==> config.mk <==
export PLATFORM = sky130hd
export DESIGN_NAME = mths_ctrl
export DESIGN_NICKNAME = d
export VERILOG_FILES = /design/src/sv/mths_pkg.sv /design/src/sv/mths_ctrl.sv
export SDC_FILE = /design/constraint.sdc
export NUM_CORES = 1
export LEC_CHECK = 0
export ABC_CLOCK_PERIOD_IN_PS = 1430
export CAP_MARGIN = 20
export CORE_MARGIN = 5
export CORE_UTILIZATION = 40
export DETAILED_ROUTE_END_ITERATION = 16
export DONT_BUFFER_PORTS = 1
export MAX_ROUTING_LAYER = met4
export SLEW_MARGIN = 5
export SYNTH_ARGS = -nofsm -noshare
export SYNTH_HDL_FRONTEND = slang
export SYNTH_SLANG_ARGS = --single-unit
==> constraint.sdc <==
create_clock -name clk -period 1.43 [get_ports clk]
set_input_delay 0.0715 -clock clk [delete_from_list [all_inputs] [get_ports clk]]
set_output_delay 0.0715 -clock clk [all_outputs]
set_load 0.02 [all_outputs]
==> src/sv/mths_pkg.sv <==
// shared types, constants and field widths for the monotone table hunt search unit
`default_nettype none
package mths_pkg;

	// table geometry
	localparam int TABLE_DEPTH = 1024;
	localparam int TABLE_AW    = $clog2(TABLE_DEPTH);
	// index registers hold 0..depth
	localparam int IDX_W       = TABLE_AW + 1;
	// hunt step size can reach twice the depth
	localparam int INC_W       = IDX_W + 1;

	// field widths
	localparam int VALUE_WIDTH_DEF = 32;
	localparam int ENTRY_IDX_W     = 10;
	localparam int GUESS_W         = 11;
	localparam int FOUND_W         = 11;
	localparam int SIZE_W          = 11;
	localparam int PADDR_W         = 3;
	localparam int PDATA_W         = 32;

	localparam logic [SIZE_W-1:0] SIZE_RESET = SIZE_W'(1024);

	// op codes
	localparam logic OP_WRITE  = 1'b0;
	localparam logic OP_SEARCH = 1'b1;

	// register addresses
	localparam logic [PADDR_W-1:0] ADDR_TABLE_SIZE = 3'd0;

	// read address select
	typedef enum logic [2:0] {
		RD_ZERO,
		RD_LAST,
		RD_LO,
		RD_HI,
		RD_MID
	} rd_sel_t;

	// index register updates
	typedef enum logic [3:0] {
		DP_NONE,
		DP_FULL,
		DP_GUESS,
		DP_UP_START,
		DP_DN_START,
		DP_UP_STEP,
		DP_DN_STEP,
		DP_BIS,
		DP_NEG
	} dp_op_t;

	typedef struct packed {
		logic    load;
		logic    wr;
		logic    key0_ld;
		logic    ascnd_ld;
		logic    out_ld;
		rd_sel_t rd_sel;
		dp_op_t  op;
	} cmd_t;

	typedef struct packed {
		logic pre_first;
		logic hint;
		logic up_dir;
		logic gt_dir;
		logic lt_dir;
		logic lo_last;
		logic lo_zero;
		logic up_over;
		logic dn_over;
		logic more;
	} sts_t;

endpackage
`default_nettype wire

==> src/sv/mths_ctrl.sv <==
// controller: sequences table reads for the hunt and bisection, owns the handshakes
`default_nettype none
module mths_ctrl (
	input  wire logic           clk,
	input  wire logic           arst_n,
	input  wire logic           in_valid,
	input  wire logic           op,
	output logic                in_stall,
	output logic                out_valid,
	input  wire logic           out_stall,
	input  wire mths_pkg::sts_t sts,
	output mths_pkg::cmd_t      cmd
);

	typedef enum logic [3:0] {
		S_IDLE,
		S_RDN,
		S_CHK,
		S_GRD,
		S_GCMP,
		S_URD,
		S_UCMP,
		S_DRD,
		S_DCMP,
		S_BRD,
		S_BCMP,
		S_DONE
	} state_t;

	state_t state_q, state_d;
	logic   out_valid_q;

	// next state and commands
	always_comb begin
		state_d      = state_q;
		cmd.load     = 1'b0;
		cmd.wr       = 1'b0;
		cmd.key0_ld  = 1'b0;
		cmd.ascnd_ld = 1'b0;
		cmd.out_ld   = 1'b0;
		cmd.rd_sel   = mths_pkg::RD_ZERO;
		cmd.op       = mths_pkg::DP_NONE;
		case (state_q)
			S_IDLE: begin
				// first entry is read while idle
				if (in_valid) begin
					if (op == mths_pkg::OP_WRITE) begin
						cmd.wr = 1'b1;
					end else begin
						cmd.load = 1'b1;
						state_d  = S_RDN;
					end
				end
			end
			S_RDN: begin
				cmd.key0_ld = 1'b1;
				cmd.rd_sel  = mths_pkg::RD_LAST;
				state_d     = S_CHK;
			end
			S_CHK: begin
				cmd.ascnd_ld = 1'b1;
				if (sts.pre_first) begin
					cmd.op  = mths_pkg::DP_NEG;
					state_d = S_DONE;
				end else if (sts.hint) begin
					cmd.op  = mths_pkg::DP_GUESS;
					state_d = S_GRD;
				end else begin
					cmd.op  = mths_pkg::DP_FULL;
					state_d = S_BRD;
				end
			end
			S_GRD: begin
				cmd.rd_sel = mths_pkg::RD_LO;
				state_d    = S_GCMP;
			end
			S_GCMP: begin
				// pick hunt direction from the guess entry
				if (sts.up_dir) begin
					if (sts.lo_last) begin
						state_d = S_DONE;
					end else begin
						cmd.op  = mths_pkg::DP_UP_START;
						state_d = S_URD;
					end
				end else begin
					if (sts.lo_zero) begin
						state_d = S_DONE;
					end else begin
						cmd.op  = mths_pkg::DP_DN_START;
						state_d = S_DRD;
					end
				end
			end
			S_URD: begin
				cmd.rd_sel = mths_pkg::RD_HI;
				state_d    = S_UCMP;
			end
			S_UCMP: begin
				if (sts.gt_dir) begin
					cmd.op  = mths_pkg::DP_UP_STEP;
					state_d = sts.up_over ? S_BRD : S_URD;
				end else begin
					state_d = S_BRD;
				end
			end
			S_DRD: begin
				cmd.rd_sel = mths_pkg::RD_LO;
				state_d    = S_DCMP;
			end
			S_DCMP: begin
				if (sts.lt_dir) begin
					cmd.op  = mths_pkg::DP_DN_STEP;
					state_d = sts.dn_over ? S_BRD : S_DRD;
				end else begin
					state_d = S_BRD;
				end
			end
			S_BRD: begin
				cmd.rd_sel = mths_pkg::RD_MID;
				state_d    = sts.more ? S_BCMP : S_DONE;
			end
			S_BCMP: begin
				cmd.op  = mths_pkg::DP_BIS;
				state_d = S_BRD;
			end
			S_DONE: begin
				// wait for a free result register
				if (!out_valid_q || !out_stall) begin
					cmd.out_ld = 1'b1;
					state_d    = S_IDLE;
				end
			end
			default: begin
				state_d = S_IDLE;
			end
		endcase
	end

	// state and output valid
	always_ff @(posedge clk or negedge arst_n) begin
		if (!arst_n) begin
			state_q     <= S_IDLE;
			out_valid_q <= 1'b0;
		end else begin
			state_q <= state_d;
			if (cmd.out_ld) begin
				out_valid_q <= 1'b1;
			end else if (!out_stall) begin
				out_valid_q <= 1'b0;
			end
		end
	end

	assign in_stall  = (state_q != S_IDLE);
	assign out_valid = out_valid_q;

endmodule
`default_nettype wire

==> summary.md, run 1 <==
| Metric | Value |
|---|---|
| Sequential-to-total area share from yosys stat | `23.5%` |
| Clk_lat worst skew | `0.26 ns` |
| Hold WS | `0.0477 ns` |
| Static Leakage | `0.441 nW` |
| Average wire per standard cell | `17.3 um` |
| Rel. slew slack | `82.6%` |
| GRT Total Usage | `19.5%` |
| Layout Area Growth over Synthesis | `78.4%` |
| Max-cap viol count | `0` |
| Failing checks | `negative setup slack` |
| Layout Nets | `120` |
| Diode count | `0` |
| Ys Warns | `0` |
| Die width | `46.5 um` |
| Fmax | `0.604 GHz` |
| Share of Yosys cell area claimed by the top area cell type | `23.5%` |
| Number of distinct library cells after synthesis | `33` |
| Status | `complete, but fails checks` |
| Chip Height | `46.5 um` |
| Top post-synthesis cells by area | `dfrtp_1 23%, and3_1 5.9%, nand2b_1 5.9%, nor2_1 4.9%, a21oi_1 4.7%` |
| Crit path time final | `1.66 ns` |
| Critical Path RT | `1.36 ns` |
| Syn_nets | `87` |
| Slowest CP cell | `dfrtp_2` |
| Max-slew violations | `0` |
| Register bit total from synthesis | `5` |
| Final Hold Violating Endpoints | `0` |
| Setup TNS | `-0.893 ns` |
| Placed wire-length estimate | `1310 um` |
| Post-synth top area cell | `dfrtp_1` |
| Mapped Area | `533 um2` |
| CTS H-tree lvls | `1` |
| Worst Path Arrival | `1.58 ns` |
| DR iter-0 viols | `31` |
| Vias post-DR | `728` |
| DRC viols | `0` |
| Critical path class | `flip-flop to output pin` |
| Max FO, Critical Path | `4` |
| Worst R2R Path Depth | `5` |
| R2r endpoint | `state_q[1]$_DFFE_PN0P_` |
| Worst hold stages | `2` |
| Worst R2R Start | `state_q[1]$_DFFE_PN0P_` |
| Worst Setup End Kind | `output pin` |
| GPL Wtd Cong | `0.829` |
| Gate Count Post-Synth | `72` |
| Pwr dens | `2460 nW/um2` |
| Worst Hold Path EP | `out_valid$_DFFE_PN0P_` |
| Via/cell ratio | `6.12` |
| Number of global-route vias before repair | `695` |
| Worst-Margin Slew | `0.254 ns` |
| Post-route worst setup slack | `-0.226 ns` |
| CTS root buf | `clkbuf_4` |
| Min-delay worst type | `input pin to flip-flop` |
| Boundary pin count | `29` |
| Critical Path Max Stage Delay | `0.45 ns` |
| Pre-antenna DRT Iters | `4` |
| R2R Setup Slk | `0.01 ns` |
| HP Start | `out_stall` |
| Die area | `2160 um2` |
| Crit path max-delay family | `flip-flops` |
| Routed WL | `2060 um` |
| Antenna violations before repair | `0` |
| Clk_skew | `0.0134 ns` |
| RSZ-0062 raised after global routing | `yes` |
| Layout cells sized above 1 | `56.7%` |
| # port buffers | `0` |
| CTS tree | `done` |
| Worst IR Drop VDD | `1.28 mV` |
| Mean Syn Cell Area | `7.40 um2` |
| FP Rows | `13` |
| Largest net degree at the start of global routing | `14` |
| Initial Utilization | `41.5%` |
| Area of the core | `1280 um2` |
| Final setup vio count | `6` |
| ANT nets after route | `0` |
| Clock transition at the registers of the reported paths | `0.06 ns` |
| Cts bufs inserted | `3` |
| Buf/Inv on CP | `2` |
| Final period util | `116%` |
| Max Root-Sink Buffers | `2` |
| CP cell instances | `buf_6, nor4b_4, a21oi_1, o221ai_1, buf_4` |
| Gr ovfl total | `0` |
| CTS sink cnt | `5` |
| First-pass GRT wire length | `2990 um` |
| Startpoint type of the worst setup path | `flip-flop` |
stage by stage:
stage	util, %	instances	worst slack (ns)	power [mW]	instance area [um2]
after detailed placement	52.9	103	0.0177	1.52	679
after global routing	74.0	119	-0.313	2.48	951
after floorplan	-	72	0.0155	1.07	533
after global placement	52.9	103	0.0646	1.50	679
after CTS	63.9	112	-0.159	1.97	821
final	74.0	119	-0.226	2.34	951
cell usage in the layout, fill, tap and decap left out, drive strengths merged, types with 2 or more instances in the layout:
cell	synthesis	layout
nor2	8	8
dfrtp	5	5
o21ai	4	4
nor2b	4	4
and3	5	5
buf	5	32
a21oi	5	5
nand3	4	4
clkbuf	0	4
nand2	6	6
a221o	2	2
o311ai	2	2
nand2b	5	5
inv	3	4
routing by layer:
metal  global-route usage [%]  up-vias  wire length, um
met5                        -        -                0
met4                     4.55        0               25
met3                     3.52        4              185
met2                     32.7       48             1050
met1                     23.9      347              799
li1                         -      329                -
where the power goes:
part           total, mW  internal (mW)  switching, mW  leakage [nW]
registers          0.341          0.217          0.124        0.0594
logic               1.81          0.904          0.904         0.367
clock network      0.188          0.107         0.0808        0.0150
total               2.34           1.23           1.11         0.441
cell usage after synthesis:
cell,count
mux2i_1,1
nor4b_1,1
nand3_1,3
o31a_1,1
and3_1,5
nand2b_1,5
inv_1,3
nand3_2,1
or4_1,1
o211ai_1,1
nor2b_2,1
o211a_1,1
o311ai_1,1
nor2_1,7
nor3_1,1
buf_4,2
a31oi_1,1
o21ai_1,2
o21ai_0,2
a211oi_1,1
buf_2,3
nor2_2,1
nand2_1,6
nor2b_1,3
o311ai_0,1
nand3b_1,1
a21oi_1,5
nor4_2,1
o32a_1,1
clkinv_1,1
a221o_1,2
dfrtp_1,5
o221ai_1,1
cells by family after synthesis:
logic type             after synthesis  share of synthesized area [%]
AND/OR/NAND/NOR                     37                           39.7
AO/OA/AOI/OAI                       20                           26.5
buffers and inverters                9                           8.45
flip-flops                           5                           23.5
multiplexers                         1                           1.88
final cells by class:
class / instances / area (um2)
multi-input combinational: 58 / 470
inverter: 4 / 15.0
timing repair buffer: 33 / 292
fill: 88 / 334
tap: 15 / 18.8
sequential: 5 / 129
clock buffer: 4 / 26.3
sequential cells by signal, indices dropped and copies added, names as in the netlist:
name,flops
out_valid,1
state_q,4
worst reg2reg max path, stage by stage, from the launching register on:
cell and delay (ns):
dfrtp_2 0.45, buf_6 0.15, buf_6 0.11, nand3_4 0.05, nor2_1 0.04, or4_1 0.49
repair_timing:
action,in CTS,in global routing
pin swaps,7,4
buffers inserted,4,8
hold buffers,1,0
gates cloned,0,0
resized for setup,19,21
endpoints found under the hold margin,5,0
setup endpoints to repair,10,11
worst max path at each step:
| stage | from | to | slack [ns] | cells past startpoint |
|---|---|---|---|---|
| 3_3_place_gp | state_q[3]$_DFFE_PN0P_ | cmd[2] | 0.06 | 5 |
| 2_1_floorplan | state_q[1]$_DFFE_PN0P_ | cmd[1] | 0.02 | 4 |
| 3_5_place_dp | state_q[3]$_DFFE_PN0P_ | cmd[2] | 0.02 | 5 |
| 6_report | state_q[1]$_DFFE_PN0P_ | cmd[1] | -0.23 | 5 |
| 5_1_grt | state_q[1]$_DFFE_PN0P_ | cmd[1] | -0.31 | 5 |
| 4_1_cts | state_q[3]$_DFFE_PN0P_ | cmd[10] | -0.16 | 6 |
Power figures use the tool's default switching activity.
==> run 2: changes to the inputs <==
--- a/config.mk
+++ b/config.mk
@@ -5,13 +5,17 @@
 export SDC_FILE = /design/constraint.sdc
 export NUM_CORES = 1
 export LEC_CHECK = 0
+export ABC_AREA = 1
 export ABC_CLOCK_PERIOD_IN_PS = 1430
 export CAP_MARGIN = 20
+export CELL_PAD_IN_SITES_DETAIL_PLACEMENT = 0
+export CELL_PAD_IN_SITES_GLOBAL_PLACEMENT = 1
 export CORE_MARGIN = 5
-export CORE_UTILIZATION = 40
+export CORE_UTILIZATION = 36
 export DETAILED_ROUTE_END_ITERATION = 16
 export DONT_BUFFER_PORTS = 1
 export MAX_ROUTING_LAYER = met4
+export PLACE_DENSITY_LB_ADDON = 0.1
 export SLEW_MARGIN = 5
 export SYNTH_ARGS = -nofsm -noshare
 export SYNTH_HDL_FRONTEND = slang
==> run 2 against run 1 <==
Die area grew 9.5%. Non-clock buffer count shrank 22. The flow now finishes without violations. Total power shrank 37%. Sequential share of layout area grew 4.3 points. Routed wire length shrank 26%. Register-to-register slack gained 0.22 ns. Highest routed layer is now met3. Count of clock-buffer cells in the layout is the same. Worst setup slack gained 0.26 ns. Flip-flop and latch count is the same. First-iteration DRC count shrank 29%. Combinational power shrank 46%. Synthesized cell count grew 39%.
==> summary.md, run 2 <==
| Metric | Value |
|---|---|
| Pwr dens | `2010 nW/um2` |
| ANT nets after route | `0` |
| Worst Setup End Kind | `output pin` |
| Gate Count Post-Synth | `100` |
| Ys Warns | `0` |
| Post-synth top area cell | `nand2_1` |
| DRC viols | `0` |
| Static Leakage | `0.406 nW` |
| Share of Yosys cell area claimed by the top area cell type | `25.8%` |
| Worst Path Arrival | `1.33 ns` |
| Mean Syn Cell Area | `5.38 um2` |
| Most frequent cell after synthesis | `nand2_1` |
| Syn_nets | `115` |
| Average wire per standard cell | `11.6 um` |
| Max-slew violations | `0` |
| Post-route cell area | `729 um2` |
| Initial Utilization | `37.0%` |
| Area of the multi-input gates | `403 um2` |
| Fmax | `0.714 GHz` |
| Total power | `1.47 mW` |
| Largest net degree at the start of global routing | `7` |
| Rel. slew slack | `73.7%` |
| RSZ-0062 raised after global routing | `yes` |
| Final period util | `97.9%` |
| Largest Register | `state_q` |
| Status | `finished clean` |
| Layout Area Growth over Synthesis | `35.6%` |
| Sw power | `813 uW` |
| Routed WL | `1520 um` |
| Max FO, Critical Path | `6` |
| Top post-synthesis cells by area | `nand2_1 26%, dfrtp_1 23%, nand3_1 11%, nor2_1 11%, inv_1 10%` |
| Max-cap viol count | `0` |
| Via/cell ratio | `5.09` |
| Worst IR Drop VDD | `0.903 mV` |
| Most frequent cells in the layout | `34 x nand2_1, 13 x nor2_1, 12 x inv_1` |
| Register bit total from synthesis | `5` |
| Startpoint type of the worst setup path | `flip-flop` |
| Gr ovfl total | `0` |
| EDFF count, synth | `0` |
| Clk_lat worst skew | `0.23 ns` |
| Critical path class | `flip-flop to output pin` |
| CTS H-tree lvls | `1` |
| Placed wire-length estimate | `1300 um` |
| CTS sink cnt | `5` |
| Number of global-route vias before repair | `606` |
| Layout Nets | `131` |
| FP Rows | `14` |
| GPL Wtd Cong | `0.848` |
| Most common cell after layout, fill and taps aside | `nand2_1` |
| Top FF cell, synth | `dfrtp_1` |
| GRT Total Usage | `13.2%` |
| Logic pwr share | `67.1%` |
| Layout cells sized above 1 | `30.4%` |
| Number of distinct library cells after synthesis | `14` |
| Reg area | `130 um2` |
| Synth cell count leaders | `37 x nand2_1, 16 x nor2_1, 15 x inv_1` |
| Fill cell count | `166` |
| Sequential-to-total area share from yosys stat | `23.3%` |
| Post-Place Cells | `124` |
| Pre-antenna DRT Iters | `5` |
| Sw Share | `55.4%` |
| Final setup vio count | `0` |
| Boundary pin count | `29` |
| Min-delay worst type | `input pin to flip-flop` |
| CTS tree | `done` |
| First-pass GRT wire length | `2470 um` |
| Critical Path RT | `1.36 ns` |
| Placed cell areas | `623 um2` |
| Worst-Margin Slew | `0.392 ns` |
| Max Root-Sink Buffers | `2` |
| Async S/R FF share, synth | `100%` |
| Vias post-DR | `667` |
| Clk pwr share | `10.6%` |
| Die area | `2370 um2` |
| Clock transition at the registers of the reported paths | `0.04 ns` |
| # port buffers | `0` |
| Pint | `654 uW` |
| Crit path time final | `1.40 ns` |
| Final Hold Violating Endpoints | `0` |
| Antenna violations before repair | `0` |
| Seq pwr share | `22.3%` |
| Max reg flops | `4` |
| CTS root buf | `clkbuf_4` |
| Area of the core | `1450 um2` |
| Number of cells in the finished layout apart from fillers | `131` |
| DR iter-0 viols | `22` |
| Chip Height | `48.7 um` |
| Cts bufs inserted | `3` |
| Mapped Area | `538 um2` |
| Die width | `48.7 um` |
| Diode count | `0` |
| Clk_skew | `0.00386 ns` |
run 2: cell families (layout without fill, tap and decap cells):
logic type             after synthesis  in the layout  share of synthesized area [%]
AO/OA/AOI/OAI                        5              5                           5.12
buffers and inverters               16             31                           11.2
AND/OR/NAND/NOR                     74             74                           60.5
flip-flops                           5              5                           23.3
run 2: final timing paths:
kind / start / to / slack [ns] / cells after the start
setup / recovery: state_q[3]$_DFFE_PN0P_ / cmd[0] / 0.03 / 5
hold / removal: sts[6] / state_q[2]$_DFFE_PN0P_ / 0.04 / 2
hold reg to reg: out_valid$_DFFE_PN0P_ / out_valid$_DFFE_PN0P_ / 0.64 / 2
max in group asynchronous: arst_n / state_q[1]$_DFFE_PN0P_ / 1.11 / 1
min in group asynchronous: arst_n / state_q[3]$_DFFE_PN0P_ / 0.12 / 1
setup reg to reg: state_q[2]$_DFFE_PN0P_ / state_q[0]$_DFFE_PN0P_ / 0.23 / 8
run 2: repair_timing:
item                                   4_1_cts  5_1_grt
endpoints found under the hold margin        6        0
setup buffers                                0        1
hold buffers                                 2        0
pin swaps                                    2        2
resized for setup                            6       14
setup endpoints to repair                    5        8
run 2: worst max-delay path, cell delays in order, from the launching register on:
cell	delay (ns)
dfrtp_2	0.44
inv_2	0.11
nand2_2	0.09
nor2_4	0.14
nand3_2	0.10
nand4_1	0.21
run 2: through the flow:
| stage | TNS, ns | setup WS (ns) | hold WS, ns | util (%) |
|---|---|---|---|---|
| after global routing | -0.0924 | -0.0484 | 0.0721 | 50.2 |
| after detailed placement | 0 | 0.171 | -0.224 | 42.9 |
| after floorplan | 0 | 0.179 | -0.224 | - |
| final | 0 | 0.0295 | 0.0368 | 50.2 |
| after global placement | 0 | 0.192 | -0.224 | 42.9 |
| after CTS | -0.103 | -0.0359 | 0.0377 | 47.2 |
run 2: metal layers:
| layer | GRT usage (%) | part of all wire (%) |
|---|---|---|
| met3 | 2.76 | 5.8 |
| met5 | - | 0 |
| met1 | 13.7 | 38 |
| met2 | 23.3 | 56 |
| met4 | 6.73 | 0 |
run 2: cell type report:
cell class | count | area share, %
Multi-Input combinational cell | 79 | 55.2
Inverter | 16 | 8.58
Timing Repair Buffer | 11 | 12.0
Sequential cell | 5 | 17.8
Clock buffer | 4 | 3.60
Tap cell | 16 | 2.74
run 2: power groups by stage:
stage          logic, mW  clock network, mW  registers, mW
6_report           0.985              0.156          0.327
3_5_place_dp       0.893                  0          0.293
2_1_floorplan      0.659                  0          0.276
4_1_cts            0.926              0.165          0.302
5_1_grt             1.11              0.180          0.332
3_3_place_gp       0.894                  0          0.296
==> run 3: changes to the inputs <==
--- a/config.mk
+++ b/config.mk
@@ -15,7 +15,7 @@
 export DETAILED_ROUTE_END_ITERATION = 16
 export DONT_BUFFER_PORTS = 1
 export MAX_ROUTING_LAYER = met4
-export PLACE_DENSITY_LB_ADDON = 0.1
+export PLACE_DENSITY = 0.76
 export SLEW_MARGIN = 5
 export SYNTH_ARGS = -nofsm -noshare
 export SYNTH_HDL_FRONTEND = slang
==> run 3 against run 2 <==
Worst setup slack worse by 0.013 ns. Count of clock-buffer cells in the layout unchanged. Cell count up 1.5%. Flip-flop and latch count unchanged. Highest routed layer is now met4.
==> summary.md, run 3 (synthesis gave the netlist of run 2 again) <==
| Metric | Value |
|---|---|
| Initial Utilization | `37.0%` |
| Diode count | `0` |
| Area of the multi-input gates | `410 um2` |
| Die width | `48.7 um` |
| Layout Nets | `133` |
| Worst hold stages | `2` |
| Clock transition at the registers of the reported paths | `0.05 ns` |
| Status | `finished clean` |
| Fmax | `0.707 GHz` |
| FP Rows | `14` |
| Most frequent cells in the layout | `34 x nand2_1, 12 x nor2_1, 12 x inv_1` |
| Worst Path Arrival | `1.34 ns` |
| Via/cell ratio | `4.96` |
| First-pass GRT wire length | `2560 um` |
| Clk_lat worst skew | `0.25 ns` |
| Pwr dens | `2040 nW/um2` |
| Critical Path Max Stage Delay | `0.44 ns` |
| WL met1 | `676 um` |
| Clk_skew | `0.00369 ns` |
| Static Leakage | `0.417 nW` |
| Placed wire-length estimate | `1230 um` |
| Routed WL | `1560 um` |
| Max Root-Sink Buffers | `2` |
| ANT nets after route | `0` |
| Hold WS | `0.0182 ns` |
| Min-delay worst type | `input pin to flip-flop` |
| GPL Wtd Cong | `0.840` |
| Largest net degree at the start of global routing | `7` |
| Worst R2R Path Depth | `8` |
| Boundary pin count | `29` |
| Cts bufs inserted | `3` |
| Final Hold Violating Endpoints | `0` |
| Worst IR Drop VDD | `0.728 mV` |
| Critical path class | `flip-flop to output pin` |
| Largest Register | `state_q` |
| Most common cell after layout, fill and taps aside | `nand2_1` |
| Max-slew violations | `0` |
| Most common cell on crit path | `nor2_4` |
| Crit path time final | `1.41 ns` |
| GRT Total Usage | `13.7%` |
| CTS root buf | `clkbuf_4` |
| Startpoint type of the worst setup path | `flip-flop` |
| Setup TNS | `0 ns` |
| Rel. slew slack | `73.7%` |
| Worst Setup End Kind | `output pin` |
| Chip Height | `48.7 um` |
| Routed wl met2 | `738 um` |
| CP cell instances | `nor2_4, inv_2, nor2_4, nand3_1, nand4_1` |
| Average wire per standard cell | `11.7 um` |
| Top layer reached by signal wires | `met4` |
| # port buffers | `0` |
| Total power | `1.53 mW` |
| DRC viols | `0` |
| Vias post-DR | `660` |
| CTS tree | `done` |
| Max FO, Critical Path | `4` |
| Worst-Margin Slew | `0.393 ns` |
| Fill cell count | `154` |
| RSZ-0062 raised after global routing | `yes` |
| Final core occ | `51.5%` |
| Die area | `2370 um2` |
| Pre-antenna DRT Iters | `4` |
| CTS H-tree lvls | `1` |
| Area of the core | `1450 um2` |
| CTS sink cnt | `5` |
| Number of global-route vias before repair | `605` |
| Antenna violations before repair | `0` |
| Final setup vio count | `0` |
| DR iter-0 viols | `23` |
| Gr ovfl total | `0` |
| Critical Path RT | `1.36 ns` |
| Final period util | `98.9%` |
| Met3 Wirelength | `113 um` |
| Slowest CP cell | `dfrtp_2` |
| Layout Area Growth over Synthesis | `39.3%` |
| Reg area | `130 um2` |
| Max reg flops | `4` |
| Layout cells sized above 1 | `31.6%` |
| Max-cap viol count | `0` |
==> run 3: metal layers <==
metal	vias to the layer above	track usage, %
met5	-	-
li1	348	-
met4	0	8.07
met2	28	20.9
met3	3	1.84
met1	281	17.2
==> run 3: where the power goes <==
part	total (mW)	internal [mW]	switching (mW)
Clock	0.173	0.106	0.0673
Combinational	1.02	0.360	0.660
Sequential	0.335	0.213	0.122
==> run 3: worst max-delay path: cells and delay by family, from the launching register on <==
family / cells / cell delay, ns
buffers and inverters: 1 / 0.09
DFF: 1 / 0.44
and+or+nand+nor: 4 / 0.56
==> run 3: path summary, 6_finish.rpt <==
kind                                   startpoint                      to  slack, ns
hold / removal                             sts[6]  state_q[2]$_DFFE_PN0P_       0.02
max in group asynchronous                  arst_n  state_q[0]$_DFFE_PN0P_       1.11
setup reg to reg           state_q[0]$_DFFE_PN0P_  state_q[1]$_DFFE_PN0P_       0.21
min in group asynchronous                  arst_n  state_q[2]$_DFFE_PN0P_       0.11
hold reg to reg             out_valid$_DFFE_PN0P_   out_valid$_DFFE_PN0P_       0.64
setup / recovery           state_q[3]$_DFFE_PN0P_                  cmd[0]       0.02
==> run 3: per-stage QoR <==
step	instance area [um2]	instances	setup slack, ns
global route	749	133	-0.0644
finish	749	133	0.0163
floorplan	543	100	0.179
CTS	699	131	-0.0340
detailed placement	623	124	0.136
global placement	623	124	0.176
==> run 3: final cells by class <==
class / instances / share of cell area, %
Inverter: 16 / 8.01
Tap cell: 16 / 2.67
Multi-Input combinational cell: 79 / 54.8
Clock buffer: 4 / 3.51
Timing Repair Buffer: 13 / 13.7
Sequential cell: 5 / 17.4
==> run 3: repair_timing <==
action	4_1_cts	5_1_grt
setup buffers	1	2
hold endpoints to repair	6	0
setup endpoints to repair	7	9
resized for setup	8	13
hold buffers	2	0
pin swaps	2	2
